File: src/design/sparse_matrix_multiply_top_macros.svh
// ----------------------------------------------------------------------------
// Sparse matrix multiply assertion macros
// Assertion forms used by the sparse matrix multiply back end.
// ----------------------------------------------------------------------------
`ifndef SPARSE_MATRIX_MULTIPLY_TOP_MACROS_SVH
`define SPARSE_MATRIX_MULTIPLY_TOP_MACROS_SVH

// Implication checked at every edge outside reset.
`define SMM_ASSERT_IMP(label, clk, rst, ante, cons) \
   label: assert property (@(posedge clk) disable iff (rst) (ante) |-> (cons)) \
      else $error("assertion failed");

// Implication whose consequent is checked in the next cycle.
`define SMM_ASSERT_NEXT(label, clk, rst, ante, cons) \
   label: assert property (@(posedge clk) disable iff (rst) (ante) |=> (cons)) \
      else $error("assertion failed");

`endif

File: src/design/smm_pkg.sv
// ----------------------------------------------------------------------------
// Sparse matrix multiply package
// Command and status codes and the classified request passed front to back.
// ----------------------------------------------------------------------------
package smm_pkg;

   localparam int MAX_DIM = 16;

   localparam int CMD_BITS = 2;
   localparam int IDX_BITS = 4;
   localparam int DIM_BITS = 5;
   localparam int IN_VALUE_BITS = 16;
   localparam int OUT_VALUE_BITS = 40;
   localparam int STATUS_BITS = 2;

   localparam logic [CMD_BITS-1:0] CMD_CLEAR = 2'd0;
   localparam logic [CMD_BITS-1:0] CMD_LOAD  = 2'd1;
   localparam logic [CMD_BITS-1:0] CMD_APPLY = 2'd2;
   localparam logic [CMD_BITS-1:0] CMD_DRAIN = 2'd3;

   localparam logic [STATUS_BITS-1:0] ST_OK       = 2'd0;
   localparam logic [STATUS_BITS-1:0] ST_DIM      = 2'd1;
   localparam logic [STATUS_BITS-1:0] ST_RANGE    = 2'd2;
   localparam logic [STATUS_BITS-1:0] ST_ROW_FULL = 2'd3;

   localparam logic [1:0] REG_A_ROWS = 2'd0;
   localparam logic [1:0] REG_A_COLS = 2'd1;
   localparam logic [1:0] REG_B_ROWS = 2'd2;
   localparam logic [1:0] REG_B_COLS = 2'd3;

   typedef enum logic [2:0] {
      OP_STATUS,
      OP_CLEAR,
      OP_LOAD,
      OP_APPLY,
      OP_DRAIN
   } op_type;

   typedef struct packed {
      op_type                           op;
      logic [STATUS_BITS-1:0]           status;
      logic [IDX_BITS-1:0]              row;
      logic [IDX_BITS-1:0]              col;
      logic signed [IN_VALUE_BITS-1:0]  value;
      logic [DIM_BITS-1:0]              count;
   } job_type;

endpackage

File: src/design/smm_queue.sv
// ----------------------------------------------------------------------------
// Sparse matrix multiply job queue
// Two-entry queue that decouples the front end from the back end.
// ----------------------------------------------------------------------------
module smm_queue (
   input  logic              clock,
   input  logic              reset,
   input  logic              in_valid,
   output logic              in_ready,
   input  smm_pkg::job_type  in_job,
   output logic              out_valid,
   input  logic              out_ready,
   output smm_pkg::job_type  out_job
);

   smm_pkg::job_type slot_ff [2];
   logic             wr_ff;
   logic             rd_ff;
   logic [1:0]       fill_ff;
   logic             push;
   logic             pop;

   assign in_ready  = fill_ff != 2'd2;
   assign out_valid = fill_ff != 2'd0;
   assign out_job   = slot_ff[rd_ff];
   assign push      = in_valid && in_ready;
   assign pop       = out_valid && out_ready;

   always_ff @(posedge clock) begin
      if (push) begin
         slot_ff[wr_ff] <= in_job;
      end
      if (reset) begin
         wr_ff   <= 1'b0;
         rd_ff   <= 1'b0;
         fill_ff <= '0;
      end else begin
         if (push) begin
            wr_ff <= ~wr_ff;
         end
         if (pop) begin
            rd_ff <= ~rd_ff;
         end
         fill_ff <= fill_ff + {1'b0, push} - {1'b0, pop};
      end
   end

endmodule

File: config.mk
export PLATFORM = sky130hd
export DESIGN_NAME = smm_queue
export DESIGN_NICKNAME = d
export VERILOG_FILES = /design/src/design/sparse_matrix_multiply_top_macros.svh /design/src/design/smm_pkg.sv /design/src/design/smm_queue.sv
export SDC_FILE = /design/constraint.sdc
export NUM_CORES = 1
export LEC_CHECK = 0
export ABC_AREA = 1
export BUFFER_PORTS_ARGS = -buffer_cell sky130_fd_sc_hd__buf_2
export CORE_UTILIZATION = 40
export CTS_CLUSTER_DIAMETER = 150
export DETAILED_ROUTE_END_ITERATION = 6
export HOLD_SLACK_MARGIN = 0.12
export PLACE_DENSITY = 0.71
export SLEW_MARGIN = 10
export SYNTH_ARGS = -nofsm -noshare
export SYNTH_HDL_FRONTEND = slang
export SYNTH_SLANG_ARGS = --single-unit
export TNS_END_PERCENT = 1
File: constraint.sdc
create_clock -name clock -period 3 [get_ports clock]
set_input_delay 0.15 -clock clock [delete_from_list [all_inputs] [get_ports clock]]
set_output_delay 0.15 -clock clock [all_outputs]
set_load 0.05 [all_outputs]
==> flow_metrics.tcl <==
set metrics [dict create \
    synth_mux_area_share_pct 17.37 \
    hp-class "primary input to flop" \
    grt_pass1_vias 1631 \
    ir_drop_mv 0.5383 \
    slowest_stage "dfxtp_2" \
    path_delay_family "buffers and inverters" \
    drt-vias-per-instance 4.379 \
    die_x_um 86.45 \
    layout_min_cycle_time_ns 1.963 \
    io_pins 74 \
    fmax_mhz 509.4 \
    tightest_slew_ns 0.9789 \
    hpwlAfterDp_um 3029 \
    ys_seq_area_share_pct 75.09 \
    cts_tree "yes" \
    num_rows 30 \
    fin_worst_skew_ns 0.004712 \
    critical_path_arrival_ns 1.81 \
    path_buf_inv 2 \
    critPathRequiredTime_ns 2.85 \
    period_share_pct 65.44 \
    post_drt_wl_per_cell_um 13.28 \
    syn-cell-area_um2 2853 \
    cts_buffers 9 \
    drv_slew 0 \
    synth_compound_area_share_pct 0.3509 \
    avgSynthCellArea_um2 19.95 \
    fin_nets 303 \
    p_leak_uw 0.001566 \
    yosys.cell_types.count 12 \
    synthToLayoutAreaGrowth_pct 36.27 \
    synth_xor_area_share_pct 0 \
    core_area_um2 6832 \
    die_y_um 86.45 \
    drt-pass1-iter-count 4 \
    clk_pin_slew_ns 0.07 \
    cts.htree.levels 3 \
    antenna_left 0 \
    gp_congestion 0.7432 \
    path_class "flop to output pin" \
    dp.cells 311 \
    root_buffer "clkbuf_8" \
    start_kind "flop" \
    insertion_delay_ns 0.35 \
    power.total_uw 3418 \
    drt_iter0_markers 63 \
    initial_core_util_pct 41.76 \
    outcome "completed" \
    setup_tns_ns 0 \
    syn_nets 183 \
    stdcell_count 364 \
    drcViolationCount 0 \
    crit_fanout 15 \
    end_kind "output pin" \
    max_stage_delay_ns 0.53 \
    drt-total-wl_um 4834 \
    synth_warnings 0 \
    synth-simple-area-share_pct 2.763 \
    finalSetupViolCount 0 \
    relSlewSlack_pct 34.59 \
    antenna_found_initial 0 \
    vias 1594 \
    port-buffer-count 73 \
    layout-drive-gt1-share_pct 47.39 \
    fin_hold_ws_ns 0.5012 \
    p_per_area_nw_per_um2 879.3 \
    rsz0062_at_grt "false" \
    drv_cap 0 \
    grt_first_pass_wirelength_um 7514 \
    final_core_util_pct 56.90 \
    synthAdderAreaFrac_pct 0.8772 \
    hold_viol_final 0 \
    cp_cell_sequence "buf_4, mux2_2, buf_2" \
    synthCells 143 \
    clk_path_buf_depth 2 \
    grt_use_total_pct 14.02 \
    synth-seq-cells 73 \
    dieArea_um2 7474 \
    grt_overflow 0 \
    antenna_cells 0 \
    synth_top_family_by_area "multiplexers" \
    grt_max_degree 35 \
    clock_sinks 73 \
]
cell usage in the layout (no fill, tap or decap):
cell / instances
ha_1: 2
nor2_1: 8
clkinvlp_4: 3
buf_2: 73
nor2_4: 1
nand3_1: 3
dfxtp_2: 1
nand2_1: 8
bufinv_16: 2
mux2_4: 30
clkinv_4: 1
clkbuf_8: 9
clkinv_1: 1
edfxtp_1: 68
inv_1: 8
dfxtp_1: 4
mux2_2: 4
buf_4: 3
dlygate4sd3_1: 37
a21oi_1: 2
cell type report:
cell class                      instances  area, um^2
Fill cell                             565        2944
Sequential cell                        73        2143
Timing Repair Buffer                  113       758.2
Multi-Input combinational cell         58       616.8
Clock buffer                            9       123.9
Tap cell                               96       120.1
Clock inverter                          7       95.09
Inverter                                8       30.03
cell families (layout without fill, tap and decap cells):
kind of cell               count (synthesis)  in the layout
AOI/OAI and AO/OA                          2              2
adders and majority gates                  2              2
and+or+nand+nor                           20             20
buffers and inverters                     12            137
muxes                                     34             34
DFF                                       73             73
path summary, 6_finish.rpt:
kind | from | endpoint | slack [ns] | cells after the start
worst max-delay path | flop | out_job[0] | 1.04 | 3
worst min-delay path | reset | fill_ff[0]$_SDFF_PP0_ | 0.50 | 3
worst max register to register | fill_ff[0]$_SDFF_PP0_ | slot_ff[0][7]$_DFFE_PP_ | 1.20 | 4
worst min register to register | rd_ff$_SDFFE_PP0P_ | flop | 0.52 | 2
cell usage after synthesis:
cell / n / area share (%)
ha_1: 2 / 0.88
nor2_1: 9 / 1.2
mux2_4: 30 / 16
a21oi_1: 2 / 0.35
nand3_1: 3 / 0.53
edfxtp_1: 68 / 72
nand2_1: 8 / 1.1
inv_1: 8 / 1.1
buf_6: 1 / 0.39
mux2_2: 4 / 1.6
buf_12: 3 / 2.1
dfxtp_1: 5 / 3.5
worst register-to-register path, stage by stage (launching register included):
cell and delay, ns:
dfxtp_1 0.36, inv_1 0.06, nand2_1 0.11, nand2_1 0.12, nor2_4 0.76
metal layers:
layer / part of all wire [%] / track usage (%) / wire length [um]
met5: 0 / 0 / 0
met4: 2.1 / 7.727 / 103
met3: 6.8 / 4.667 / 328
met2: 50 / 24.03 / 2426
met1: 41 / 15.35 / 1976
flip-flops by register name, summed over array words and instances (netlist names), named ones only:
register and flops:
slot_ff 68, fill_ff 2, rd_ff 1, wr_ff 1
report_power, final:
group	internal (uW)	leakage [uW]	switching, uW
registers	1290	0.000677	63.9
logic	407	0.000790	833
clock network	466	0.0000991	356
metrics by stage:
stage	area, um^2	setup slack (ns)
global placement	3298	1.242
floorplan	2853	0.2046
detailed placement	3298	1.158
finish	3887	1.037
CTS	3887	0.9807
global route	3887	0.9465
timing repair:
item / 4_1_cts / 5_1_grt
hold buffers: 37 / 0
resized for setup: 0 / 0
endpoints found under the setup margin: 0 / 0
hold endpoints to repair: 73 / 0
buffers inserted: 0 / 0
No activity file was read; power rests on OpenSTA's default activity.
