[src/design/sparse_matrix_multiply_top_macros.svh]
// ----------------------------------------------------------------------------
// Sparse matrix multiply assertion macros
// Assertion forms used by the sparse matrix multiply back end.
// ----------------------------------------------------------------------------
`ifndef SPARSE_MATRIX_MULTIPLY_TOP_MACROS_SVH
`define SPARSE_MATRIX_MULTIPLY_TOP_MACROS_SVH

// Implication checked at every edge outside reset.
`define SMM_ASSERT_IMP(label, clk, rst, ante, cons) \
   label: assert property (@(posedge clk) disable iff (rst) (ante) |-> (cons)) \
      else $error("assertion failed");

// Implication whose consequent is checked in the next cycle.
`define SMM_ASSERT_NEXT(label, clk, rst, ante, cons) \
   label: assert property (@(posedge clk) disable iff (rst) (ante) |=> (cons)) \
      else $error("assertion failed");

`endif

[src/design/smm_pkg.sv]
// ----------------------------------------------------------------------------
// Sparse matrix multiply package
// Command and status codes and the classified request passed front to back.
// ----------------------------------------------------------------------------
package smm_pkg;

   localparam int MAX_DIM = 16;

   localparam int CMD_BITS = 2;
   localparam int IDX_BITS = 4;
   localparam int DIM_BITS = 5;
   localparam int IN_VALUE_BITS = 16;
   localparam int OUT_VALUE_BITS = 40;
   localparam int STATUS_BITS = 2;

   localparam logic [CMD_BITS-1:0] CMD_CLEAR = 2'd0;
   localparam logic [CMD_BITS-1:0] CMD_LOAD  = 2'd1;
   localparam logic [CMD_BITS-1:0] CMD_APPLY = 2'd2;
   localparam logic [CMD_BITS-1:0] CMD_DRAIN = 2'd3;

   localparam logic [STATUS_BITS-1:0] ST_OK       = 2'd0;
   localparam logic [STATUS_BITS-1:0] ST_DIM      = 2'd1;
   localparam logic [STATUS_BITS-1:0] ST_RANGE    = 2'd2;
   localparam logic [STATUS_BITS-1:0] ST_ROW_FULL = 2'd3;

   localparam logic [1:0] REG_A_ROWS = 2'd0;
   localparam logic [1:0] REG_A_COLS = 2'd1;
   localparam logic [1:0] REG_B_ROWS = 2'd2;
   localparam logic [1:0] REG_B_COLS = 2'd3;

   typedef enum logic [2:0] {
      OP_STATUS,
      OP_CLEAR,
      OP_LOAD,
      OP_APPLY,
      OP_DRAIN
   } op_type;

   typedef struct packed {
      op_type                           op;
      logic [STATUS_BITS-1:0]           status;
      logic [IDX_BITS-1:0]              row;
      logic [IDX_BITS-1:0]              col;
      logic signed [IN_VALUE_BITS-1:0]  value;
      logic [DIM_BITS-1:0]              count;
   } job_type;

endpackage

[src/design/smm_req_if.sv]
// ----------------------------------------------------------------------------
// Sparse matrix multiply request channel
// Valid and ready handshake carrying one command request.
// ----------------------------------------------------------------------------
interface smm_req_if;
   logic                                     valid;
   logic                                     ready;
   logic [smm_pkg::CMD_BITS-1:0]             cmd;
   logic [smm_pkg::IDX_BITS-1:0]             row_index;
   logic [smm_pkg::IDX_BITS-1:0]             col_index;
   logic signed [smm_pkg::IN_VALUE_BITS-1:0] entry_value;

   modport source (output valid, cmd, row_index, col_index, entry_value, input ready);
   modport sink (input valid, cmd, row_index, col_index, entry_value, output ready);
endinterface

[src/design/smm_front.sv]
// ----------------------------------------------------------------------------
// Sparse matrix multiply front end
// Checks dimensions and indexes, keeps the B row counts and emits jobs.
// ----------------------------------------------------------------------------
module smm_front (
   input  logic                            clock,
   input  logic                            reset,
   smm_req_if.sink                         req,
   input  logic [smm_pkg::DIM_BITS-1:0]    a_rows,
   input  logic [smm_pkg::DIM_BITS-1:0]    a_cols,
   input  logic [smm_pkg::DIM_BITS-1:0]    b_rows,
   input  logic [smm_pkg::DIM_BITS-1:0]    b_cols,
   output logic                            job_valid,
   input  logic                            job_ready,
   output smm_pkg::job_type                job
);

   localparam int MAX_DIM  = smm_pkg::MAX_DIM;
   localparam int CNT_BITS = $clog2(MAX_DIM + 1);

   logic [CNT_BITS-1:0] count_ff [MAX_DIM];
   logic                dims_ok;
   logic                take;
   logic [CNT_BITS-1:0] n;
   logic [smm_pkg::DIM_BITS-1:0] row_ext;
   logic [smm_pkg::DIM_BITS-1:0] col_ext;
   logic [smm_pkg::DIM_BITS-1:0] max_dim;
   logic                row_ok;
   logic                col_ok;

   assign max_dim = smm_pkg::DIM_BITS'(MAX_DIM > 31 ? 31 : MAX_DIM);
   assign row_ext = {1'b0, req.row_index};
   assign col_ext = {1'b0, req.col_index};
   assign row_ok  = 32'(req.row_index) < MAX_DIM;
   assign col_ok  = 32'(req.col_index) < MAX_DIM;
   assign dims_ok = a_rows != '0 && a_cols != '0 && b_rows != '0 && b_cols != '0 &&
                    32'(a_rows) <= MAX_DIM && 32'(a_cols) <= MAX_DIM &&
                    32'(b_rows) <= MAX_DIM && 32'(b_cols) <= MAX_DIM &&
                    a_cols == b_rows && max_dim != '0;

   assign req.ready = job_ready;
   assign job_valid = req.valid;
   assign take      = req.valid && job_ready;
   assign n = col_ok ? count_ff[req.col_index[$clog2(MAX_DIM)-1:0]] : '0;

   always_comb begin
      job.row    = req.row_index;
      job.col    = '0;
      job.value  = req.entry_value;
      job.count  = '0;
      job.status = smm_pkg::ST_OK;
      job.op     = smm_pkg::OP_STATUS;
      if (req.cmd == smm_pkg::CMD_CLEAR) begin
         job.row = '0;
         job.op  = smm_pkg::OP_CLEAR;
      end else if (!dims_ok) begin
         job.status = smm_pkg::ST_DIM;
      end else begin
         case (req.cmd)
            smm_pkg::CMD_LOAD: begin
               job.col = req.col_index;
               if (row_ext >= b_rows || col_ext >= b_cols) begin
                  job.status = smm_pkg::ST_RANGE;
               end else if (32'(count_ff[req.row_index[$clog2(MAX_DIM)-1:0]]) >= MAX_DIM)
               begin
                  job.status = smm_pkg::ST_ROW_FULL;
               end else begin
                  job.op    = smm_pkg::OP_LOAD;
                  job.count = smm_pkg::DIM_BITS'(count_ff[req.row_index[$clog2(MAX_DIM)-1:0]]);
               end
            end
            smm_pkg::CMD_APPLY: begin
               job.col = req.col_index;
               if (row_ext >= a_rows || col_ext >= a_cols) begin
                  job.status = smm_pkg::ST_RANGE;
               end else begin
                  job.op    = smm_pkg::OP_APPLY;
                  job.count = smm_pkg::DIM_BITS'(n);
               end
            end
            smm_pkg::CMD_DRAIN: begin
               if (row_ext >= a_rows) begin
                  job.status = smm_pkg::ST_RANGE;
               end else begin
                  job.op    = smm_pkg::OP_DRAIN;
                  job.count = b_cols;
               end
            end
            default: begin
               job.op = smm_pkg::OP_CLEAR;
            end
         endcase
      end
   end

   always_ff @(posedge clock) begin
      if (reset) begin
         for (int i = 0; i < MAX_DIM; i++) begin
            count_ff[i] <= '0;
         end
      end else if (take) begin
         if (job.op == smm_pkg::OP_CLEAR) begin
            for (int i = 0; i < MAX_DIM; i++) begin
               count_ff[i] <= '0;
            end
         end else if (job.op == smm_pkg::OP_LOAD && row_ok) begin
            count_ff[req.row_index[$clog2(MAX_DIM)-1:0]] <= CNT_BITS'(job.count) + 1'b1;
         end
      end
   end

endmodule

[src/flat_wrapper.sv]
// flat-port wrapper written by rule: the top's interface ports become plain ports
module smm_front_flat 
  (clock, reset, a_rows, a_cols, b_rows, b_cols, job_valid, job_ready, job, req_valid, req_cmd, req_row_index, req_col_index, req_entry_value, req_ready);
  smm_req_if req_i ();
  input  logic clock;
  input  logic reset;
  input  logic [smm_pkg::DIM_BITS-1:0] a_rows;
  input  logic [smm_pkg::DIM_BITS-1:0] a_cols;
  input  logic [smm_pkg::DIM_BITS-1:0] b_rows;
  input  logic [smm_pkg::DIM_BITS-1:0] b_cols;
  output logic job_valid;
  input  logic job_ready;
  output smm_pkg::job_type job;
  input wire logic [$bits(req_i.valid)-1:0] req_valid;
  input wire logic [$bits(req_i.cmd)-1:0] req_cmd;
  input wire logic [$bits(req_i.row_index)-1:0] req_row_index;
  input wire logic [$bits(req_i.col_index)-1:0] req_col_index;
  input wire logic [$bits(req_i.entry_value)-1:0] req_entry_value;
  output wire logic [$bits(req_i.ready)-1:0] req_ready;
  assign req_i.valid = req_valid;
  assign req_i.cmd = req_cmd;
  assign req_i.row_index = req_row_index;
  assign req_i.col_index = req_col_index;
  assign req_i.entry_value = req_entry_value;
  assign req_ready = req_i.ready;
  smm_front u_core (.clock(clock), .reset(reset), .req(req_i), .a_rows(a_rows), .a_cols(a_cols), .b_rows(b_rows), .b_cols(b_cols), .job_valid(job_valid), .job_ready(job_ready), .job(job));
endmodule
[config.mk]
export PLATFORM = sky130hd
export DESIGN_NAME = smm_front_flat
export DESIGN_NICKNAME = d
export VERILOG_FILES = /design/src/design/sparse_matrix_multiply_top_macros.svh /design/src/design/smm_pkg.sv /design/src/design/smm_req_if.sv /design/src/design/smm_front.sv /design/src/flat_wrapper.sv
export SDC_FILE = /design/constraint.sdc
export NUM_CORES = 1
export LEC_CHECK = 0
export ABC_AREA = 1
export ABC_CLOCK_PERIOD_IN_PS = 7190
export BUFFER_PORTS_ARGS = -buffer_cell sky130_fd_sc_hd__buf_2
export CELL_PAD_IN_SITES_DETAIL_PLACEMENT = 0
export CELL_PAD_IN_SITES_GLOBAL_PLACEMENT = 1
export CORE_MARGIN = 3
export CORE_UTILIZATION = 46
export CTS_BUF_LIST = sky130_fd_sc_hd__clkbuf_16
export DETAILED_ROUTE_END_ITERATION = 10
export GPL_ROUTABILITY_DRIVEN = 0
export PLACE_DENSITY = 0.95
export SYNTH_ARGS = -nofsm -noshare
export SYNTH_HDL_FRONTEND = slang
export SYNTH_SLANG_ARGS = --single-unit
[constraint.sdc]
create_clock -name clock -period 7.19 [get_ports clock]
set_input_delay 1.0785 -clock clock [delete_from_list [all_inputs] [get_ports clock]]
set_output_delay 1.0785 -clock clock [all_outputs]
set_load 0.02 [all_outputs]
==> results of run 1 <==
-- cell type report --
class	count	area [um2]	share of cell area, %
multi-input combinational	588	2950	45.6
sequential	80	2400	37.2
timing repair buffer	59	310	4.81
inverter	74	279	4.32
clock buffer	9	225	3.49
tap	172	215	3.33
clock inverter	6	76.3	1.18
-- path summary, 6_finish.rpt --
check	cells past startpoint	to	from
worst max-delay path	11	job[0]	req_col_index[0]
worst min-delay path	7	u_core.count_ff[10][0]	u_core.count_ff[9][0]
worst max register to register	12	u_core.count_ff[3][2]	u_core.count_ff[7][4]
worst min register to register	7	u_core.count_ff[10][0]	u_core.count_ff[9][0]
-- cells in the mapped netlist, types with 13 or more instances --
cell      count  area share [%]
a21oi_1      15             1.3
edfxtp_1     80              40
nand2_1     275              17
buf_4        23             2.9
o21ai_0      23             1.9
ha_1         21             4.4
nor2_1      100             6.3
nand3_1      64             5.3
nor2_2       13             1.4
inv_1        67             4.2
buf_2        13             1.1
nand4_1      22             2.3
-- kinds of logic after synthesis --
group,after synthesis
AO/OA/AOI/OAI,60
XOR/XNOR,2
adder cells (fa/ha/maj),21
buffers and inverters,127
flip-flops,80
AND/OR/NAND/NOR,505
-- routing by layer --
metal	vias to the layer above	global-route usage, %
li1	2627	-
met1	2422	32.7
met2	247	38.8
met3	32	3.49
met4	0	9.23
met5	-	0
-- power groups by stage --
stage | logic, W | registers, W | clock network, W
after CTS | 0.000186 | 0.000544 | 0.000474
after detailed placement | 0.000185 | 0.000553 | 0
after global routing | 0.000211 | 0.000546 | 0.000495
after global placement | 0.000184 | 0.000553 | 0
final | 0.000188 | 0.000544 | 0.000469
after floorplan | 0.000145 | 0.000549 | 0
-- worst register-to-register path, cell delays in order (launching register included) --
cell and delay (ps):
edfxtp_1 440, nand2_1 100, o21ai_1 60, nand2_1 70, nand2_1 80, nand2_1 80
nand2_2 90, nor2_4 150, nand3_1 140, a21oi_2 560, ha_1 360, xor2_2 760
nor2_1 110
-- stage by stage --
step | power, W | hold slack (ps) | instances
3_5_place_dp | 0.000739 | 1240 | 973
3_3_place_gp | 0.000737 | 1230 | 973
2_1_floorplan | 0.000694 | 1010 | 795
6_report | 0.00120 | 1290 | 988
4_1_cts | 0.00120 | 1260 | 988
5_1_grt | 0.00125 | 1360 | 988
==> flow_summary.json, run 1 <==
{
  "status": "finished, final reports clean",
  "avgSynthCellArea_um2": 7.53,
  "placed_area_um2": 6150,
  "crit_family": "buffers and inverters",
  "met2_length_um": 7870,
  "setup_tns_ps": 0,
  "n_antenna_cell": 0,
  "largest-register": "u_core.count_ff",
  "combPwrFrac_pct": 15.6,
  "syn_nets": 866,
  "p_sw_share_pct": 26.3,
  "portBuffers": 53,
  "clk_latency_ps": 340,
  "syn_inst": 795,
  "syn_to_final_growth_pct": 7.75,
  "crit_chain": "buf_2 > inv_2 > ha_1 > nor2_1 > o21ai_0 > a21oi_1 > nand2_1 > nor2_1 > nand3_1 > a21oi_2 > buf_2",
  "yosys.area_share.adder_pct": 4.39,
  "final_area_um2": 6450,
  "maxCapViolations": 0,
  "finalHoldViolCount": 0,
  "synth_top_family_by_area": "simple AND/OR/NAND/NOR gates",
  "ys_seq_area_share_pct": 40.1,
  "setup_viol": 0,
  "place_ws_ps": 2340,
  "initial_core_util_pct": 47.3,
  "grt_overflow": 0,
  "grt_max_degree": 46,
  "placeableCoreArea_um2": 12700,
  "met1Wirelength_um": 7320,
  "max_freq_mhz": 205,
  "synth_edf_count": 80,
  "synth_area_um2": 5990,
  "layout_commonest_cell": "nand2_1",
  "synthMuxAreaShare_pct": 0,
  "num_vias": 5328,
  "fin_crit_ps": 4870,
  "synth_seq_cells": 80,
  "crit_path_max_incr_delay_ps": 560,
  "yosys.area_share.xor_xnor_pct": 0.418,
  "path_class": "in2out",
  "dp_hpwl_um": 11900,
  "post_cts_buffers": 0,
  "die_w_um": 120,
  "ios": 86,
  "endpoint_kind": "output port",
  "fin_nets": 883,
  "top_layer_used": "met4",
  "synth-simple-area-share_pct": 38.7,
  "path_buf_inv": 3,
  "cts_hold_buffers": 0,
  "cts_tree": "yes",
  "synth_compound_area_share_pct": 5.58,
  "grt_pass1_vias": 5092,
  "cp_slowest_cell": "inv_2",
  "track_usage_pct": 24.0,
  "worst_pin_slew_ps": 953,
  "critPathRequiredTime_ps": 6110,
  "largest_reg_flops": 80,
  "path_max_fanout": 43,
  "synth.distinct_cells": 34,
  "min_path_type": "reg2reg",
  "power.switching_w": 0.000316,
  "finish.utilization_pct": 50.9,
  "arrival_ps": 3790,
  "htreeDepth": 3,
  "largest_registers": "u_core.count_ff (80)",
  "cts-root-buf": "clkbuf_16",
  "numCtsBuffers": 9,
  "dieArea_um2": 14400,
  "cts.repair.resized": 0,
  "pwr-share-seq_pct": 45.3,
  "yosys_warnings": 0,
  "dr.pass1.iters": 6,
  "p_leak_nw": 2.94,
  "antenna_found_initial": 0,
  "final_cell_mix": "nand2_1 (275), nor2_1 (100), edfxtp_1 (80), inv_1 (68), nand3_1 (64)",
  "dr_wl_met3_um": 1390,
  "num_rows": 41,
  "rsz0062_at_grt": "no",
  "clock_path_buffers": 2,
  "drc_errors": 0,
  "drive_above_1_share_pct": 14.2,
  "drv_slew": 0,
  "finalWorstSetupSlack_ps": 2320,
  "cp-start-kind": "input port",
  "rrSetupSlack_ps": 3910,
  "totalWireLength_um": 17000,
  "clkSinkCount": 80,
  "viasPerCell": 5.39,
  "grt_pass1_wl_um": 26900,
  "ant_nets": 0,
  "synth_ff_type": "edfxtp_1",
  "power_density_nw_per_um2": 186,
  "synthArstFlopShare_pct": 0,
  "internal_power_w": 0.000886,
  "fin_skew_ps": 6.78,
  "dieHeight_um": 120,
  "max-vdd-ir-drop_mv": 0.107,
  "period_share_pct": 67.7,
  "clockPowerShare_pct": 39.1,
  "maxSlewHeadroom_pct": 36.4,
  "wl_per_cell_um": 17.2,
  "n_fill_cell": 1267,
  "cts.clk_slew.worst_paths_ps": 60,
  "initialDrtViolationCount": 599
}
No activity file was read; power rests on OpenSTA's default activity.
==> run 2, diff against run 1 <==
--- a/config.mk
+++ b/config.mk
@@ -6,16 +6,16 @@
 export NUM_CORES = 1
 export LEC_CHECK = 0
 export ABC_AREA = 1
-export ABC_CLOCK_PERIOD_IN_PS = 7190
+export ABC_CLOCK_PERIOD_IN_PS = 4690
 export BUFFER_PORTS_ARGS = -buffer_cell sky130_fd_sc_hd__buf_2
 export CELL_PAD_IN_SITES_DETAIL_PLACEMENT = 0
 export CELL_PAD_IN_SITES_GLOBAL_PLACEMENT = 1
 export CORE_MARGIN = 3
-export CORE_UTILIZATION = 46
+export CORE_UTILIZATION = 43
 export CTS_BUF_LIST = sky130_fd_sc_hd__clkbuf_16
 export DETAILED_ROUTE_END_ITERATION = 10
 export GPL_ROUTABILITY_DRIVEN = 0
-export PLACE_DENSITY = 0.95
+export PLACE_DENSITY = 0.91
 export SYNTH_ARGS = -nofsm -noshare
 export SYNTH_HDL_FRONTEND = slang
 export SYNTH_SLANG_ARGS = --single-unit
==> constraint.sdc (replaced) <==
create_clock -name clock -period 4.69 [get_ports clock]
set_input_delay 0.7035 -clock clock [delete_from_list [all_inputs] [get_ports clock]]
set_output_delay 0.7035 -clock clock [all_outputs]
set_load 0.02 [all_outputs]
==> run 2 against run 1 <==
- total power up 49%
- largest cell class unchanged
- final cell count up 1.2%
- first-iteration DRC count up 0.67%
- clock skew up 2.5 ps
- register-to-register slack worse by 2100 ps
- worst hold slack worse by 270 ps
- flip-flop and latch count unchanged
- global-route usage down 0.70 points
==> flow_summary.json, run 2 (synthesis gave the netlist of run 1 again) <==
{
  "dieArea_um2": 15400,
  "placeableCoreArea_um2": 13500,
  "cts_hold_buffers": 0,
  "track_usage_pct": 23.3,
  "totalWireLength_um": 17300,
  "largest_reg_flops": 80,
  "drive_above_1_share_pct": 15.0,
  "finalWorstSetupSlack_ps": 846,
  "timing.hold.ws_ps": 1030,
  "drc_errors": 0,
  "dieHeight_um": 124,
  "finish.utilization_pct": 48.4,
  "fin_nets": 891,
  "max_freq_mhz": 260,
  "grt_pass1_vias": 4992,
  "worst_pin_slew_ps": 768,
  "syn_to_final_growth_pct": 8.67,
  "initialDrtViolationCount": 603,
  "clk_latency_ps": 340,
  "fin_skew_ps": 9.31,
  "initial_core_util_pct": 44.5,
  "maxCapViolations": 0,
  "arrival_ps": 3140,
  "path_class": "in2out",
  "p_leak_nw": 2.98,
  "finalHoldViolCount": 0,
  "numCtsBuffers": 9,
  "clkSinkCount": 80,
  "r2r.worst_path.cells": 13,
  "status": "finished, final reports clean",
  "layout_commonest_cell": "nand2_1",
  "critPathRequiredTime_ps": 3990,
  "wl_per_cell_um": 17.3,
  "grt_pass1_wl_um": 26900,
  "cp-start-kind": "input port",
  "setup_tns_ps": 0,
  "largest-register": "u_core.count_ff",
  "fin_crit_ps": 3840,
  "cts.clk_slew.worst_paths_ps": 60,
  "final_cell_mix": "nand2_1 (275), nor2_1 (100), edfxtp_1 (80), inv_1 (69), nand3_1 (64)",
  "portBuffers": 53,
  "path_max_fanout": 18,
  "drv_slew": 0,
  "htreeDepth": 3,
  "ios": 86,
  "antenna_found_initial": 0,
  "dp_hpwl_um": 12600,
  "num_vias": 5285,
  "grt_overflow": 0,
  "maxSlewHeadroom_pct": 48.7,
  "rrSetupSlack_ps": 1800,
  "endpoint_kind": "output port",
  "cts-root-buf": "clkbuf_16",
  "place_ws_ps": 736,
  "viasPerCell": 5.29,
  "die_w_um": 124,
  "dr.pass1.iters": 6,
  "ant_nets": 0,
  "largest_registers": "u_core.count_ff (80)",
  "grt_max_degree": 41,
  "period_share_pct": 82.0,
  "clock_path_buffers": 2,
  "post_cts_buffers": 0,
  "n_antenna_cell": 0,
  "worstHoldPathCells": 4,
  "setup_viol": 0,
  "power_density_nw_per_um2": 275,
  "min_path_type": "in2reg",
  "cts_tree": "yes",
  "rsz0062_at_grt": "no",
  "cts.repair.resized": 0,
  "max-vdd-ir-drop_mv": 0.135,
  "num_rows": 42
}
[run 2: area by class of cell]
cell class	instances	area, um2
Timing Repair Buffer	67	383
Clock buffer	9	225
Multi-Input combinational cell	588	2950
Tap cell	176	220
Inverter	74	279
Clock inverter	6	53.8
Fill cell	1361	6940
Sequential cell	80	2400
[run 2: layer usage]
metal	global-route usage [%]	share of wire, %
met1	31.9	44
met2	37.4	45
met3	4.09	8.6
met4	8.08	2.2
met5	0	0
[run 2: critical path: stages]
cell and delay (ps):
buf_2 340, inv_2 240, nor2_4 500, nand2_1 100, nand2_1 70, o21ai_0 130, nand4_1 150, nand3_1 130
a21oi_2 200, buf_4 310, buf_2 220
[run 2: where the power goes]
part           total, W  internal [W]  switching [W]
Clock          0.000665      0.000402       0.000263
Sequential     0.000835      0.000818      0.0000175
Combinational  0.000292     0.0000867       0.000205
[run 2: worst paths after layout]
check,startpoint,end
min,req_row_index[2],u_core.count_ff[10][0]
min reg2reg,u_core.count_ff[6][0],u_core.count_ff[1][0]
max reg2reg,u_core.count_ff[5][4],u_core.count_ff[9][0]
max,req_row_index[1],job[0]
[run 2: through the flow]
step,power [W],instances,area (um2)
after floorplan,0.00106,795,5990
after global placement,0.00114,985,6230
after detailed placement,0.00114,985,6230
after CTS,0.00179,1000,6510
after global routing,0.00186,1000,6510
final,0.00179,1000,6510
==> run 3, diff against run 2 <==
--- a/config.mk
+++ b/config.mk
@@ -5,17 +5,17 @@
 export SDC_FILE = /design/constraint.sdc
 export NUM_CORES = 1
 export LEC_CHECK = 0
-export ABC_AREA = 1
-export ABC_CLOCK_PERIOD_IN_PS = 4690
+export ABC_AREA = 0
+export ABC_CLOCK_PERIOD_IN_PS = 3200
 export BUFFER_PORTS_ARGS = -buffer_cell sky130_fd_sc_hd__buf_2
 export CELL_PAD_IN_SITES_DETAIL_PLACEMENT = 0
 export CELL_PAD_IN_SITES_GLOBAL_PLACEMENT = 1
 export CORE_MARGIN = 3
-export CORE_UTILIZATION = 43
+export CORE_UTILIZATION = 42
 export CTS_BUF_LIST = sky130_fd_sc_hd__clkbuf_16
 export DETAILED_ROUTE_END_ITERATION = 10
 export GPL_ROUTABILITY_DRIVEN = 0
-export PLACE_DENSITY = 0.91
+export PLACE_DENSITY = 0.86
 export SYNTH_ARGS = -nofsm -noshare
 export SYNTH_HDL_FRONTEND = slang
 export SYNTH_SLANG_ARGS = --single-unit
==> constraint.sdc (replaced) <==
create_clock -name clock -period 3.2 [get_ports clock]
set_input_delay 0.48 -clock clock [delete_from_list [all_inputs] [get_ports clock]]
set_output_delay 0.48 -clock clock [all_outputs]
set_load 0.02 [all_outputs]
==> run 3 against run 2 <==
- via count is 15% lower
- die area is 5.3% lower
- combinational power up 62%
- largest power group unchanged
- critical path depth is 1 lower
- non-clock buffer count rose by 69
- clock-buffer cell count stayed put
- synthesized cell count fell by 44%
- global-route usage increased by 0.16 points
- highest routed layer unchanged
- register-to-register slack worse by 1600 ps
- setup slack worse by 830 ps
- first-iteration DRC count down 19%
- sequential power increased by 46%
==> flow_summary.json, run 3 <==
{
  "grt.busiest_layer": "met2",
  "synth_seq_cells": 80,
  "drv_slew": 0,
  "viasPerCell": 6.23,
  "grt_max_degree": 28,
  "r2r.worst_path.cells": 10,
  "max-vdd-ir-drop_mv": 0.323,
  "cts-root-buf": "clkbuf_16",
  "wl_per_cell_um": 23.6,
  "maxSlewHeadroom_pct": 61.2,
  "ios": 86,
  "drive_above_1_share_pct": 44.5,
  "synth_area_um2": 5530,
  "startpoint": "req_col_index[0]",
  "syn_inst": 448,
  "cp-start-kind": "input port",
  "initial_core_util_pct": 43.4,
  "dr.pass1.iters": 5,
  "synth_ff_type": "edfxtp_1",
  "setup_tns_ps": 0,
  "placeableCoreArea_um2": 12700,
  "place_ws_ps": -243,
  "ys_seq_area_share_pct": 43.5,
  "fin_crit_ps": 3190,
  "min_path_type": "in2reg",
  "fin_nets": 619,
  "syn_nets": 519,
  "synth_edf_count": 80,
  "dp_hpwl_um": 12400,
  "p_leak_nw": 2.71,
  "layout_commonest_cell": "edfxtp_1",
  "num_rows": 41,
  "n_antenna_cell": 0,
  "setup_viol": 0,
  "final_cell_mix": "edfxtp_1 (80), buf_4 (78), buf_2 (51), nor2_1 (42), mux4_2 (42)",
  "synth_area_leader_cell": "edfxtp_1",
  "clock_path_buffers": 2,
  "clk_latency_ps": 340,
  "clkSinkCount": 80,
  "yosys_warnings": 0,
  "grt.met2_usage_pct": 40.1,
  "largest_reg_flops": 80,
  "worst_pin_slew_ps": 580,
  "dp_cells": 694,
  "synth.distinct_cells": 55,
  "grt_pass1_vias": 4513,
  "met3_usage_pct": 5.10,
  "synth_commonest_cells": "edfxtp_1 (80), mux4_2 (42), nor2_1 (42), nor3_1 (34), nand2_1 (33)",
  "initialDrtViolationCount": 490,
  "drc_errors": 0,
  "finish.utilization_pct": 53.7,
  "syn_to_final_growth_pct": 23.7,
  "num_vias": 4514,
  "totalWireLength_um": 17100,
  "final_cells": 725,
  "rrSetupSlack_ps": 210,
  "endpoint_kind": "output port",
  "reg2reg_to": "u_core.count_ff[1][4]",
  "synth_top_cell_area_share_pct": 43.5,
  "numCtsBuffers": 9,
  "status": "finished, final reports clean",
  "timing.hold.ws_ps": 803,
  "portBuffers": 53,
  "path_class": "in2out",
  "grt_pass1_wl_um": 25600,
  "crit_end": "job[0]",
  "dieArea_um2": 14600,
  "cts.clk_slew.worst_paths_ps": 60,
  "finalHoldViolCount": 0,
  "arrival_ps": 2710,
  "max_freq_mhz": 314,
  "synthTopCellsByArea": "edfxtp_1 (43%), mux4_2 (17%), ha_1 (4.8%)",
  "largest_registers": "u_core.count_ff (80)",
  "yosysMostFrequentCell": "edfxtp_1",
  "avgSynthCellArea_um2": 12.3,
  "period_share_pct": 99.6,
  "track_usage_pct": 23.5,
  "cts_tree": "yes",
  "path_max_fanout": 10,
  "grt_overflow": 0,
  "antenna_found_initial": 0,
  "htreeDepth": 3,
  "power_density_nw_per_um2": 419,
  "die_w_um": 121,
  "critPathRequiredTime_ps": 2720,
  "r2r-start": "u_core.count_ff[11][0]",
  "met1_usage_pct": 29.8,
  "maxCapViolations": 0,
  "synthArstFlopShare_pct": 0,
  "dieHeight_um": 121,
  "largest-register": "u_core.count_ff",
  "fin_skew_ps": 6.70,
  "finalWorstSetupSlack_ps": 11.5,
  "ant_nets": 0
}
==> run 3: kinds of logic (layout without fill, tap and decap cells) <==
logic type	Yosys count	in the layout	share of synthesized area, %
adders and majority gates	21	21	4.75
buffers and inverters	73	178	8.54
DFF	80	80	43.5
AOI/OAI and AO/OA	50	50	7.00
xor gates and xnor gates	9	9	1.43
muxes	45	45	18.5
and+or+nand+nor	170	170	16.3
==> run 3: stage by stage <==
stage	power (W)	area [um2]
global placement	0.00166	6350
finish	0.00286	6830
CTS	0.00284	6750
floorplan	0.00153	5720
detailed placement	0.00168	6350
global route	0.00295	6830
==> run 3: area by class of cell <==
cell class / count / area (um2)
inverters: 26 / 108
multi-input cells: 295 / 2800
repair buffers: 136 / 968
flip-flops and latches: 80 / 2400
clock inverters: 7 / 111
well taps: 172 / 215
clock buffers: 9 / 225
fillers: 1097 / 5890
==> run 3: metal layers <==
metal / up-vias / routed length (um)
li1: 1911 / -
met1: 2201 / 6330
met2: 343 / 8330
met3: 59 / 1900
met4: 0 / 562
met5: - / 0
==> run 3: worst min path at each step <==
| stage | endpoint | startpoint | slack (ps) | cells after the start |
|---|---|---|---|---|
| 2_1_floorplan | u_core.count_ff[11][0] | reset | 860 | 2 |
| 3_3_place_gp | job[16] | req_entry_value[11] | 960 | 0 |
| 3_5_place_dp | job[16] | req_entry_value[11] | 960 | 0 |
| 4_1_cts | u_core.count_ff[2][0] | reset | 790 | 4 |
| 5_1_grt | u_core.count_ff[2][0] | reset | 820 | 4 |
| 6_report | u_core.count_ff[2][4] | reset | 800 | 4 |
==> run 3: timing repair <==
item	in CTS	in global routing
hold buffers	0	0
setup endpoints to repair	3	10
resized for setup	5	5
buffers inserted	6	9
cloned	0	0
pin swaps	0	6
hold endpoints to repair	0	0
==> run 3: power by group <==
| part | switching (W) | internal (W) |
|---|---|---|
| logic | 0.000254 | 0.000220 |
| registers | 0.0000258 | 0.00119 |
| clock network | 0.000414 | 0.000757 |
==> run 3: worst max-delay path, cell delays in order <==
cell and delay [ps]:
buf_2 110, buf_12 130, buf_4 110, mux4_2 500
mux4_2 530, a32oi_2 260, o21ai_2 100, and2_4 190
buf_4 150, buf_2 150
